### src/design/dual_wheel_velocity_pid_macros.svh
// Assertion helpers for the velocity controller
`ifndef DUAL_WHEEL_VELOCITY_PID_MACROS_SVH
`define DUAL_WHEEL_VELOCITY_PID_MACROS_SVH
`define DWV_ASSERT_IMPL(label, clk, rst, ante, cons) \
  label: assert property (@(posedge clk) disable iff (rst) (ante) |-> (cons)) \
    else $error("assertion failed");
`define DWV_ASSERT_NEXT(label, clk, rst, ante, cons) \
  label: assert property (@(posedge clk) disable iff (rst) (ante) |=> (cons)) \
    else $error("assertion failed");
`endif

### src/design/dwv_pkg.sv
// ----------------------------------------------------------------------------
// dwv_pkg
// Shared types and constants for the dual wheel velocity controller.
// ----------------------------------------------------------------------------
package dwv_pkg;
  localparam int unsigned US_PER_S = 1000000;
  localparam int COUNT_WIDTH = 24;
  localparam int FRAC_BITS   = 16;

  typedef enum logic [1:0] {
    REG_PROP  = 2'd0,
    REG_INTEG = 2'd1,
    REG_DERIV = 2'd2,
    REG_CPI   = 2'd3
  } reg_idx_t;

  typedef enum logic [4:0] {
    ST_IDLE,
    ST_NEWC,
    ST_DIST_START,
    ST_DIST_WAIT,
    ST_VEL_MUL,
    ST_VEL_START,
    ST_VEL_WAIT,
    ST_ERR,
    ST_RATE_MUL,
    ST_RATE_START,
    ST_RATE_WAIT,
    ST_P_MUL,
    ST_I_MUL,
    ST_D_MUL,
    ST_DRIVE,
    ST_NEXT_WHEEL,
    ST_CLAMP,
    ST_OUT
  } state_t;
endpackage

### src/design/dwv_if.sv
// ----------------------------------------------------------------------------
// dwv_if
// Valid/ready channel carrying a word of WIDTH bits.
// ----------------------------------------------------------------------------
interface dwv_if #(parameter int WIDTH = 8) (input logic clk);
  logic             valid;
  logic             ready;
  logic [WIDTH-1:0] data;
  modport source (output valid, output data, input ready);
  modport sink (input valid, input data, output ready);
endinterface

### src/design/dual_wheel_velocity_pid.sv
// ----------------------------------------------------------------------------
// dual_wheel_velocity_pid
// Velocity PID for a differential drive, bit-serial arithmetic.
// ----------------------------------------------------------------------------
// One word in, one word out. A control step runs both wheels in turn through
// one shared bit-serial divider (three divisions per wheel, for the distance,
// velocity and error rate) and one bit-serial multiplier (two scalings by 10^6
// and three gain products per wheel); the result word is valid once both
// wheels, the clamp and the output state are through. A reset word or a zero
// time step gives its result the cycle after it is accepted. The next word is
// taken once the result word has been taken and the block is idle.
module dual_wheel_velocity_pid (
  input  logic        clk,
  input  logic        rst,
  dwv_if.sink         in_ch,
  dwv_if.source       out_ch,
  input  logic        cfg_we,
  input  logic [1:0]  cfg_index,
  input  logic [23:0] cfg_data
);
  import dwv_pkg::*;
  `include "dual_wheel_velocity_pid_macros.svh"

  localparam logic signed [63:0] S32MAX = 64'sd2147483647;
  localparam logic signed [63:0] S32MIN = -64'sd2147483648;

  function automatic logic signed [31:0] sat32(input logic signed [63:0] v);
    if (v > S32MAX) return 32'h7fffffff;
    if (v < S32MIN) return 32'h80000000;
    return v[31:0];
  endfunction

  // configuration
  logic [23:0] prop_gain, integ_gain, deriv_gain, enc_per_in;
  always_ff @(posedge clk) begin
    if (rst) begin
      prop_gain  <= 24'd49152;
      integ_gain <= 24'd6554;
      deriv_gain <= 24'd7;
      enc_per_in <= 24'd2653488;
    end else if (cfg_we) begin
      unique case (reg_idx_t'(cfg_index))
        REG_PROP:  prop_gain  <= cfg_data;
        REG_INTEG: integ_gain <= cfg_data;
        REG_DERIV: deriv_gain <= cfg_data;
        REG_CPI:   enc_per_in <= cfg_data;
        default:   ;
      endcase
    end
  end

  // input word: op, left, right, time, target (MSB first)
  logic                   w_op;
  logic [23:0]            w_left, w_right;
  logic [31:0]            w_now;
  logic signed [31:0]     w_tgt;
  assign w_tgt  = in_ch.data[31:0];
  assign w_now  = in_ch.data[63:32];
  assign w_right = in_ch.data[87:64];
  assign w_left = in_ch.data[111:88];
  assign w_op   = in_ch.data[112];

  // state
  logic signed [31:0] drive [2];
  logic signed [31:0] total [2];
  logic [COUNT_WIDTH-1:0] seen [2];
  logic signed [31:0] prior [2];
  logic signed [31:0] esum [2];
  logic [31:0]        prev_time;

  logic [COUNT_WIDTH-1:0] cnt_in [2];
  logic [31:0]        dt;
  logic signed [31:0] target;
  logic [31:0]        now_r;
  logic               wh;
  logic [63:0]        travel, tmp;
  logic signed [31:0] err, rate;
  logic signed [63:0] acc;
  logic               neg;
  logic               rate_neg;

  state_t state, state_next;

  // shared units
  logic        div_start, mul_start, div_done, mul_done;
  logic [63:0] div_num, div_den, div_q;
  logic [31:0] mul_a, mul_b;
  logic [63:0] mul_p;

  dwv_divider #(.W(64)) u_div (
    .clk, .rst, .start(div_start), .num(div_num), .den(div_den),
    .quo(div_q), .done(div_done)
  );
  dwv_multiplier #(.AW(32), .BW(32)) u_mul (
    .clk, .rst, .start(mul_start), .a(mul_a), .b(mul_b),
    .prod(mul_p), .done(mul_done)
  );

  logic        out_valid;
  logic [96:0] out_data;
  assign out_ch.valid = out_valid;
  assign out_ch.data  = out_data;
  assign in_ch.ready  = (state == ST_IDLE) && !out_valid;

  logic [COUNT_WIDTH-1:0] newc;
  logic [31:0]            mag_x;
  logic signed [31:0]     px;
  logic signed [63:0]     term;
  logic signed [63:0]     diff64;
  logic signed [63:0]     avg;
  logic [63:0]            vel;
  logic signed [31:0]     err_new;

  assign newc = cnt_in[wh] - seen[wh];
  assign avg  = ($signed({{32{total[0][31]}}, total[0]}) +
                 $signed({{32{total[1][31]}}, total[1]})) / 2;
  assign diff64 = 64'(err) - 64'(prior[wh]);
  assign vel = (div_q > 64'(S32MAX)) ? 64'(S32MAX) : div_q;
  assign err_new = sat32(64'(target) - $signed(vel));

  // operand selection for the multiplier
  always_comb begin
    px = err;
    unique case (state)
      ST_I_MUL: px = esum[wh];
      ST_D_MUL: px = rate;
      default:  px = err;
    endcase
    mag_x = px[31] ? 32'(-px) : px;
  end

  // term from a finished gain product
  assign term = neg ? -$signed({1'b0, 63'(mul_p >> FRAC_BITS)})
                    : $signed({1'b0, 63'(mul_p >> FRAC_BITS)});

  always_comb begin
    state_next = state;
    div_start  = 1'b0;
    mul_start  = 1'b0;
    div_num    = travel;
    div_den    = 64'(dt);
    mul_a      = 32'(US_PER_S);
    mul_b      = travel[31:0];
    unique case (state)
      ST_IDLE: if (in_ch.valid && in_ch.ready && !w_op && (w_now != prev_time))
        state_next = ST_NEWC;
      ST_NEWC: state_next = ST_DIST_START;
      ST_DIST_START: begin
        div_start = 1'b1;
        div_num = 64'(newc) << (2 * FRAC_BITS);
        div_den = 64'(enc_per_in);
        state_next = ST_DIST_WAIT;
      end
      ST_DIST_WAIT: if (div_done) state_next = ST_VEL_MUL;
      ST_VEL_MUL: begin
        mul_start = 1'b1;
        state_next = ST_VEL_START;
      end
      ST_VEL_START: if (mul_done) begin
        div_start = 1'b1;
        div_num = mul_p;
        state_next = ST_VEL_WAIT;
      end
      ST_VEL_WAIT: if (div_done) state_next = ST_ERR;
      ST_ERR: state_next = ST_RATE_MUL;
      ST_RATE_MUL: begin
        mul_start = 1'b1;
        mul_b = tmp[31:0];
        state_next = ST_RATE_START;
      end
      ST_RATE_START: if (mul_done) begin
        div_start = 1'b1;
        div_num = mul_p;
        state_next = ST_RATE_WAIT;
      end
      ST_RATE_WAIT: if (div_done) state_next = ST_P_MUL;
      ST_P_MUL, ST_I_MUL, ST_D_MUL: begin
        mul_b = mag_x;
        mul_a = (state == ST_P_MUL) ? 32'(prop_gain) :
                (state == ST_I_MUL) ? 32'(integ_gain) : 32'(deriv_gain);
        if (!tmp[0]) mul_start = 1'b1;
        else if (mul_done)
          state_next = (state == ST_P_MUL) ? ST_I_MUL :
                       (state == ST_I_MUL) ? ST_D_MUL : ST_DRIVE;
      end
      ST_DRIVE: state_next = ST_NEXT_WHEEL;
      ST_NEXT_WHEEL: state_next = wh ? ST_CLAMP : ST_NEWC;
      ST_CLAMP: state_next = ST_OUT;
      ST_OUT: if (!out_valid) state_next = ST_IDLE;
      default: state_next = ST_IDLE;
    endcase
  end

  always_ff @(posedge clk) begin
    if (rst) state <= ST_IDLE;
    else     state <= state_next;
  end

  logic [63:0] one_h;
  assign one_h = 64'(100) << FRAC_BITS;

  always_ff @(posedge clk) begin
    if (rst) begin
      out_valid <= 1'b0;
      for (int i = 0; i < 2; i++) begin
        drive[i] <= '0; total[i] <= '0; seen[i] <= '0;
        prior[i] <= '0; esum[i]  <= '0;
      end
      prev_time <= '0;
      wh <= 1'b0;
    end else begin
      if (out_ch.valid && out_ch.ready) out_valid <= 1'b0;
      unique case (state)
        ST_IDLE: if (in_ch.valid && in_ch.ready) begin
          cnt_in[0] <= COUNT_WIDTH'(w_left);
          cnt_in[1] <= COUNT_WIDTH'(w_right);
          target <= w_tgt;
          now_r  <= w_now;
          dt     <= w_now - prev_time;
          wh     <= 1'b0;
          if (w_op) begin
            for (int i = 0; i < 2; i++) begin
              drive[i] <= '0; total[i] <= '0; seen[i] <= '0;
              prior[i] <= '0; esum[i]  <= '0;
            end
            prev_time <= w_now;
            out_valid <= 1'b1;
            out_data  <= '0;
          end else if (w_now == prev_time) begin
            out_valid <= 1'b1;
            out_data  <= {drive[0], drive[1], sat32(avg), 1'b1};
          end
        end
        ST_DIST_WAIT: if (div_done) begin
          if (enc_per_in == '0 || div_q > 64'(S32MAX)) travel <= 64'(S32MAX);
          else travel <= div_q;
        end
        ST_VEL_WAIT: if (div_done) begin
          err <= err_new;
          esum[wh] <= sat32(64'(esum[wh]) + 64'(err_new));
        end
        ST_ERR: begin
          rate_neg <= diff64[63];
          tmp <= diff64[63] ? 64'(-diff64) : diff64;
        end
        ST_RATE_WAIT: begin
          if (div_done) begin
            rate <= rate_neg ? sat32(-$signed(div_q)) :
                    sat32((div_q > 64'(S32MAX)) ? S32MAX : $signed(div_q));
            acc <= 64'(drive[wh]);
            tmp <= '0;
          end
        end
        ST_P_MUL, ST_I_MUL, ST_D_MUL: begin
          if (!tmp[0]) begin
            tmp[0] <= 1'b1;
            neg <= px[31];
          end else if (mul_done) begin
            acc <= acc + 64'(sat32(term));
            tmp[0] <= 1'b0;
          end
        end
        ST_DRIVE: begin
          drive[wh] <= sat32(acc);
          prior[wh] <= err;
          seen[wh]  <= cnt_in[wh];
          total[wh] <= sat32(64'(total[wh]) + $signed(travel));
        end
        ST_NEXT_WHEEL: wh <= ~wh;
        ST_CLAMP: begin
          prev_time <= now_r;
          if (64'(drive[0]) > $signed(one_h - (64'(1) << FRAC_BITS)) ||
              64'(drive[1]) > $signed(one_h - (64'(1) << FRAC_BITS))) begin
            drive[0] <= sat32($signed(one_h));
            drive[1] <= sat32($signed(one_h));
          end
        end
        ST_OUT: if (!out_valid) begin
          out_valid <= 1'b1;
          out_data  <= {drive[0], drive[1], sat32(avg), 1'b0};
        end
        default: ;
      endcase
    end
  end

  `DWV_ASSERT_NEXT(a_out_hold, clk, rst, out_valid && !out_ch.ready, out_valid)
  `DWV_ASSERT_NEXT(a_no_take_busy, clk, rst, state != ST_IDLE, !in_ch.ready)
  `DWV_ASSERT_NEXT(a_div_one, clk, rst, div_start, !div_done)
endmodule

### src/design/dwv_divider.sv
// ----------------------------------------------------------------------------
// dwv_divider
// Restoring divider, one quotient bit per cycle, unsigned.
// ----------------------------------------------------------------------------
module dwv_divider #(
  parameter int W = 64
) (
  input  logic         clk,
  input  logic         rst,
  input  logic         start,
  input  logic [W-1:0] num,
  input  logic [W-1:0] den,
  output logic [W-1:0] quo,
  output logic         done
);
  localparam int CW = $clog2(W + 1);
  logic [W-1:0]  rem;
  logic [W-1:0]  q;
  logic [W-1:0]  d;
  logic [CW-1:0] cnt;
  logic          busy;
  logic [W:0]    trial;

  assign trial = {rem, q[W-1]} - {1'b0, d};
  assign quo = q;

  always_ff @(posedge clk) begin
    if (rst) begin
      busy <= 1'b0;
      done <= 1'b0;
      cnt  <= '0;
    end else begin
      done <= 1'b0;
      if (start) begin
        busy <= 1'b1;
        cnt  <= CW'(W);
        q    <= num;
        d    <= den;
        rem  <= '0;
      end else if (busy) begin
        if (!trial[W]) begin
          rem <= trial[W-1:0];
          q   <= {q[W-2:0], 1'b1};
        end else begin
          rem <= {rem[W-2:0], q[W-1]};
          q   <= {q[W-2:0], 1'b0};
        end
        cnt <= cnt - 1'b1;
        if (cnt == CW'(1)) begin
          busy <= 1'b0;
          done <= 1'b1;
        end
      end
    end
  end
endmodule

### src/design/dwv_multiplier.sv
// ----------------------------------------------------------------------------
// dwv_multiplier
// Shift-add multiplier, one multiplier bit per cycle, unsigned.
// ----------------------------------------------------------------------------
module dwv_multiplier #(
  parameter int AW = 32,
  parameter int BW = 32
) (
  input  logic            clk,
  input  logic            rst,
  input  logic            start,
  input  logic [AW-1:0]   a,
  input  logic [BW-1:0]   b,
  output logic [AW+BW-1:0] prod,
  output logic            done
);
  localparam int CW = $clog2(BW + 1);
  logic [AW+BW-1:0] acc;
  logic [AW+BW-1:0] sh;
  logic [BW-1:0]    bb;
  logic [CW-1:0]    cnt;
  logic             busy;

  assign prod = acc;

  always_ff @(posedge clk) begin
    if (rst) begin
      busy <= 1'b0;
      done <= 1'b0;
      cnt  <= '0;
    end else begin
      done <= 1'b0;
      if (start) begin
        busy <= 1'b1;
        acc  <= '0;
        sh   <= (AW+BW)'(a);
        bb   <= b;
        cnt  <= CW'(BW);
      end else if (busy) begin
        if (bb[0]) acc <= acc + sh;
        sh  <= {sh[AW+BW-2:0], 1'b0};
        bb  <= bb >> 1;
        cnt <= cnt - 1'b1;
        if (cnt == CW'(1)) begin
          busy <= 1'b0;
          done <= 1'b1;
        end
      end
    end
  end
endmodule

### src/flat_wrapper.sv
// flat-port wrapper written by rule: the top's interface ports become plain ports
module dual_wheel_velocity_pid_flat import dwv_pkg::*;
  (clk, rst, cfg_we, cfg_index, cfg_data, in_ch_valid, in_ch_data, in_ch_ready, out_ch_valid, out_ch_data, out_ch_ready);
  dwv_if #(.WIDTH((113))) in_ch_i (.clk(clk));
  dwv_if #(.WIDTH((97))) out_ch_i (.clk(clk));
  input  logic clk;
  input  logic rst;
  input  logic cfg_we;
  input  logic [1:0] cfg_index;
  input  logic [23:0] cfg_data;
  input wire logic [$bits(in_ch_i.valid)-1:0] in_ch_valid;
  input wire logic [$bits(in_ch_i.data)-1:0] in_ch_data;
  output wire logic [$bits(in_ch_i.ready)-1:0] in_ch_ready;
  output wire logic [$bits(out_ch_i.valid)-1:0] out_ch_valid;
  output wire logic [$bits(out_ch_i.data)-1:0] out_ch_data;
  input wire logic [$bits(out_ch_i.ready)-1:0] out_ch_ready;
  assign in_ch_i.valid = in_ch_valid;
  assign in_ch_i.data = in_ch_data;
  assign in_ch_ready = in_ch_i.ready;
  assign out_ch_valid = out_ch_i.valid;
  assign out_ch_data = out_ch_i.data;
  assign out_ch_i.ready = out_ch_ready;
  dual_wheel_velocity_pid u_core (.clk(clk), .rst(rst), .in_ch(in_ch_i), .out_ch(out_ch_i), .cfg_we(cfg_we), .cfg_index(cfg_index), .cfg_data(cfg_data));
endmodule
### config.mk
export PLATFORM = sky130hd
export DESIGN_NAME = dual_wheel_velocity_pid_flat
export DESIGN_NICKNAME = d
export VERILOG_FILES = /design/src/design/dwv_pkg.sv /design/src/design/dwv_if.sv /design/src/design/dual_wheel_velocity_pid.sv /design/src/design/dwv_divider.sv /design/src/design/dwv_multiplier.sv /design/src/flat_wrapper.sv
export VERILOG_INCLUDE_DIRS = /design/src /design/src/design
export SDC_FILE = /design/constraint.sdc
export NUM_CORES = 2
export LEC_CHECK = 0
export BUFFER_PORTS_ARGS = -buffer_cell sky130_fd_sc_hd__buf_2
export CAP_MARGIN = 0
export CELL_PAD_IN_SITES_DETAIL_PLACEMENT = 1
export CELL_PAD_IN_SITES_GLOBAL_PLACEMENT = 2
export CORE_ASPECT_RATIO = 2
export CORE_MARGIN = 1
export CORE_UTILIZATION = 38
export CTS_BUF_LIST = sky130_fd_sc_hd__clkbuf_8
export DETAILED_ROUTE_END_ITERATION = 12
export PLACE_DENSITY_LB_ADDON = 0.1
export SLEW_MARGIN = 20
export SYNTH_ARGS = -nofsm -noshare
export SYNTH_HDL_FRONTEND = slang
export SYNTH_SLANG_ARGS = --single-unit
### constraint.sdc
create_clock -name clk -period 9.5 [get_ports clk]
set_clock_uncertainty 0.1 [all_clocks]
set_input_delay 0.475 -clock clk [delete_from_list [all_inputs] [get_ports clk]]
set_output_delay 0.475 -clock clk [all_outputs]
set_load 0.02 [all_outputs]
==> metrics <==
H-tree depth 4; Area Growth Syn to Fin 21.6%; sequential cell fraction of total power 0.392; CP max stage cell or4_4; TritonCTS Buffers 198; Mapped Area 78100 sq um; CP startpoint kind flop; complex-gate fraction of the synthesized area 0.163; post-route ant nets 0; Die Wd 323 um; count of final hold-check violations 0; synth warn 0; largest cells by area after synthesis edfxtp_1 (42%), ha_1 (7.1%), nand2_1 (5.0%); Internal 11.9 mW; Seq/Total Area, Yosys 0.459; root buffer cell clkbuf_8; Cells after Synth 8165; Switching Share 0.371; Seq cells post-synth 1244; GP Congestion 0.944; Cell Pwr Density 200 nW/um^2; Vert. Die Dim 643 um; Via Count 67000; Core Region 205000 sq um; Avg Inst Size Synth 9.57 sq um; crit path DAT 10.68 ns; area fraction in and, or, nand and nor cells after synthesis 0.180; global-route wire length before repair 444000 um; non-filler cells, final 12100; Logic pwr share 0.357; grt ovf 0; Clock power frac 0.251; total global-route track usage 0.284; Worst-Skew Late Latency 0.97 ns; maximum achievable frequency 98.8 MHz; RSZ-0062 raised after global routing true; fin crit period 10.12 ns; I/O pin count 243; min-delay worst type input port to flop; leading area contributor after synthesis edfxtp_1; Crit. End Element flop; wire per inst 24.9 um; Adder-Cell Fraction of Synth Area 0.0738; Final period util 1.06; Synth Flop Type edfxtp_1; Nets 9775; Initial Util 0.382; die area 207000 sq um; CP max FO 8; total power 19.0 mW; worst vdd ir 0.000138 V; vias in the first global route 72600; relative slew slack 0.281; layout cells sized above 1 0.185; NetSw 7.04 mW; Reg clk slew, reported paths 0.07 ns; HPWL Detailed 231000 um; DRC Markers 0; cell leakage power 37.6 nW; total clock sinks 1244; DRT Pass-1 Iters 5; critical path's most frequent cell a21oi_2; Placed Instances 11500; largest net degree at the start of global routing 78; Slew @ Worst Pin 1.08 ns; vias per cell 5.56; initial antenna violation count 12; critical path type flop to flop; worst slack, placed -1.29 ns; post-synthesis cell type count 109; status finished, violations left; final-report max-slew violation count 0; num rows 235; top-count cell post-synth edfxtp_1; top post-synthesis cells by count edfxtp_1 (1091), nand2_1 (1031), a21oi_1 (727); Maximum Capacitance Violations 0; number of flops mapped to enable cells by yosys 1091; worst path required time 10.06 ns; top cell type's share of synthesized area 0.419; drt initial violations 2744; failing checks setup timing; Worst path max stage delay 0.57 ns; multiplexer share of the synthesized area 0.0330; combinational family with the most area after synthesis simple AND/OR/NAND/NOR gates; ys async rst share 0; CTS Buffer Depth 4; total wire length 300000 um; CTS tree done; xor/xnor cell area share of the yosys netlist 0.0579; worst setup margin -0.617 ns; Final Setup Violations 77; Port Buffers 242
-- power by group through the flow --
stage	sequential, mW	combinational (mW)	clock, mW
floorplan	7.45	4.02	0
global placement	7.51	6.24	0
detailed placement	7.53	6.41	0
CTS	7.43	6.58	4.89
global route	7.49	7.37	5.05
finish	7.44	6.77	4.77
-- path summary, 6_finish.rpt --
check / start / to / slack (ns) / cells after the start
min reg2reg: u_core.deriv_gain[20] / u_core.deriv_gain[20] / 0.36 / 2
max reg2reg: u_core.u_div.quo[54] / u_core.esum[0][29] / -0.62 / 48
max: u_core.u_div.quo[54] / u_core.esum[0][29] / -0.62 / 48
min: cfg_we / u_core.deriv_gain[6] / 0.11 / 6
-- metal layers --
layer / track usage / part of all wire / up-vias
li1: - / - / 31700
met1: 0.267 / 0.34 / 33300
met2: 0.559 / 0.55 / 1328
met3: 0.0328 / 0.033 / 716
met4: 0.192 / 0.079 / 10
met5: 0 / 0.00020 / -
-- critical path, delay by kind of cell, from the launching register on --
family / cells / cell delay, ns
adder cells (fa/ha/maj): 2 / 0.65
AO/OA/AOI/OAI: 22 / 4.15
flip-flops: 1 / 0.41
AND/OR/NAND/NOR: 15 / 3.18
buffers and inverters: 9 / 1.29
-- metrics by stage --
step	TNS (ns)	area [sq um]	hold WS, ns	utilization
final	-39.29	95000	0.111	0.464
after global routing	-65.29	95000	0.108	0.464
after CTS	-36.75	93500	0.00205	0.457
after detailed placement	-90.79	87100	0.348	0.426
after global placement	-67.80	87100	0.342	0.426
after floorplan	-2.33	78700	0.336	-
-- registers in the layout, indices dropped and copies added (netlist names), 48 cells and up, named ones only --
signal	flops
u_core.seen	48
u_core.acc	64
u_core.u_div.rem	64
u_core.esum	64
u_core.travel	64
u_core.drive	64
u_core.prior	64
u_core.out_ch.data	97
u_core.u_mul.sh	64
u_core.u_mul.prod	64
u_core.u_div.quo	64
u_core.cnt_in	48
u_core.total	64
-- logic make-up after synthesis --
kind of cell,count (synthesis)
simple gates,2967
compound gates,2049
flops,1244
buf+inv,687
xor+xnor,512
fa+ha+maj,456
mux,248
other cells,2
-- area by class of cell --
cell class | instances | area, sq um
Fill cell | 23300 | 110000
Multi-Input combinational cell | 6298 | 42100
Sequential cell | 1244 | 35800
Timing Repair Buffer | 1148 | 8710
Tap cell | 2725 | 3410
Clock buffer | 210 | 2890
Inverter | 289 | 1080
Clock inverter | 142 | 972
Antenna cell | 7 | 17.5
-- layout by cell type, fill, tap and decap left out, types with 214 or more instances in the layout --
| master | n |
|---|---|
| a21o_1 | 219 |
| a21oi_1 | 671 |
| buf_2 | 241 |
| buf_4 | 716 |
| edfxtp_1 | 1091 |
| ha_1 | 413 |
| inv_1 | 332 |
| nand2_1 | 1013 |
| nor2_1 | 635 |
| o21ai_0 | 405 |
| xnor2_1 | 287 |
| xor2_1 | 214 |
-- repair_timing --
action,4_1_cts,5_1_grt
pin swaps,68,127
cloned,3,4
hold buffers,145,0
hold endpoints to repair,270,0
buffers inserted,40,58
resized for setup,147,204
endpoints found under the setup margin,90,96
No activity file was read; power rests on OpenSTA's default activity.
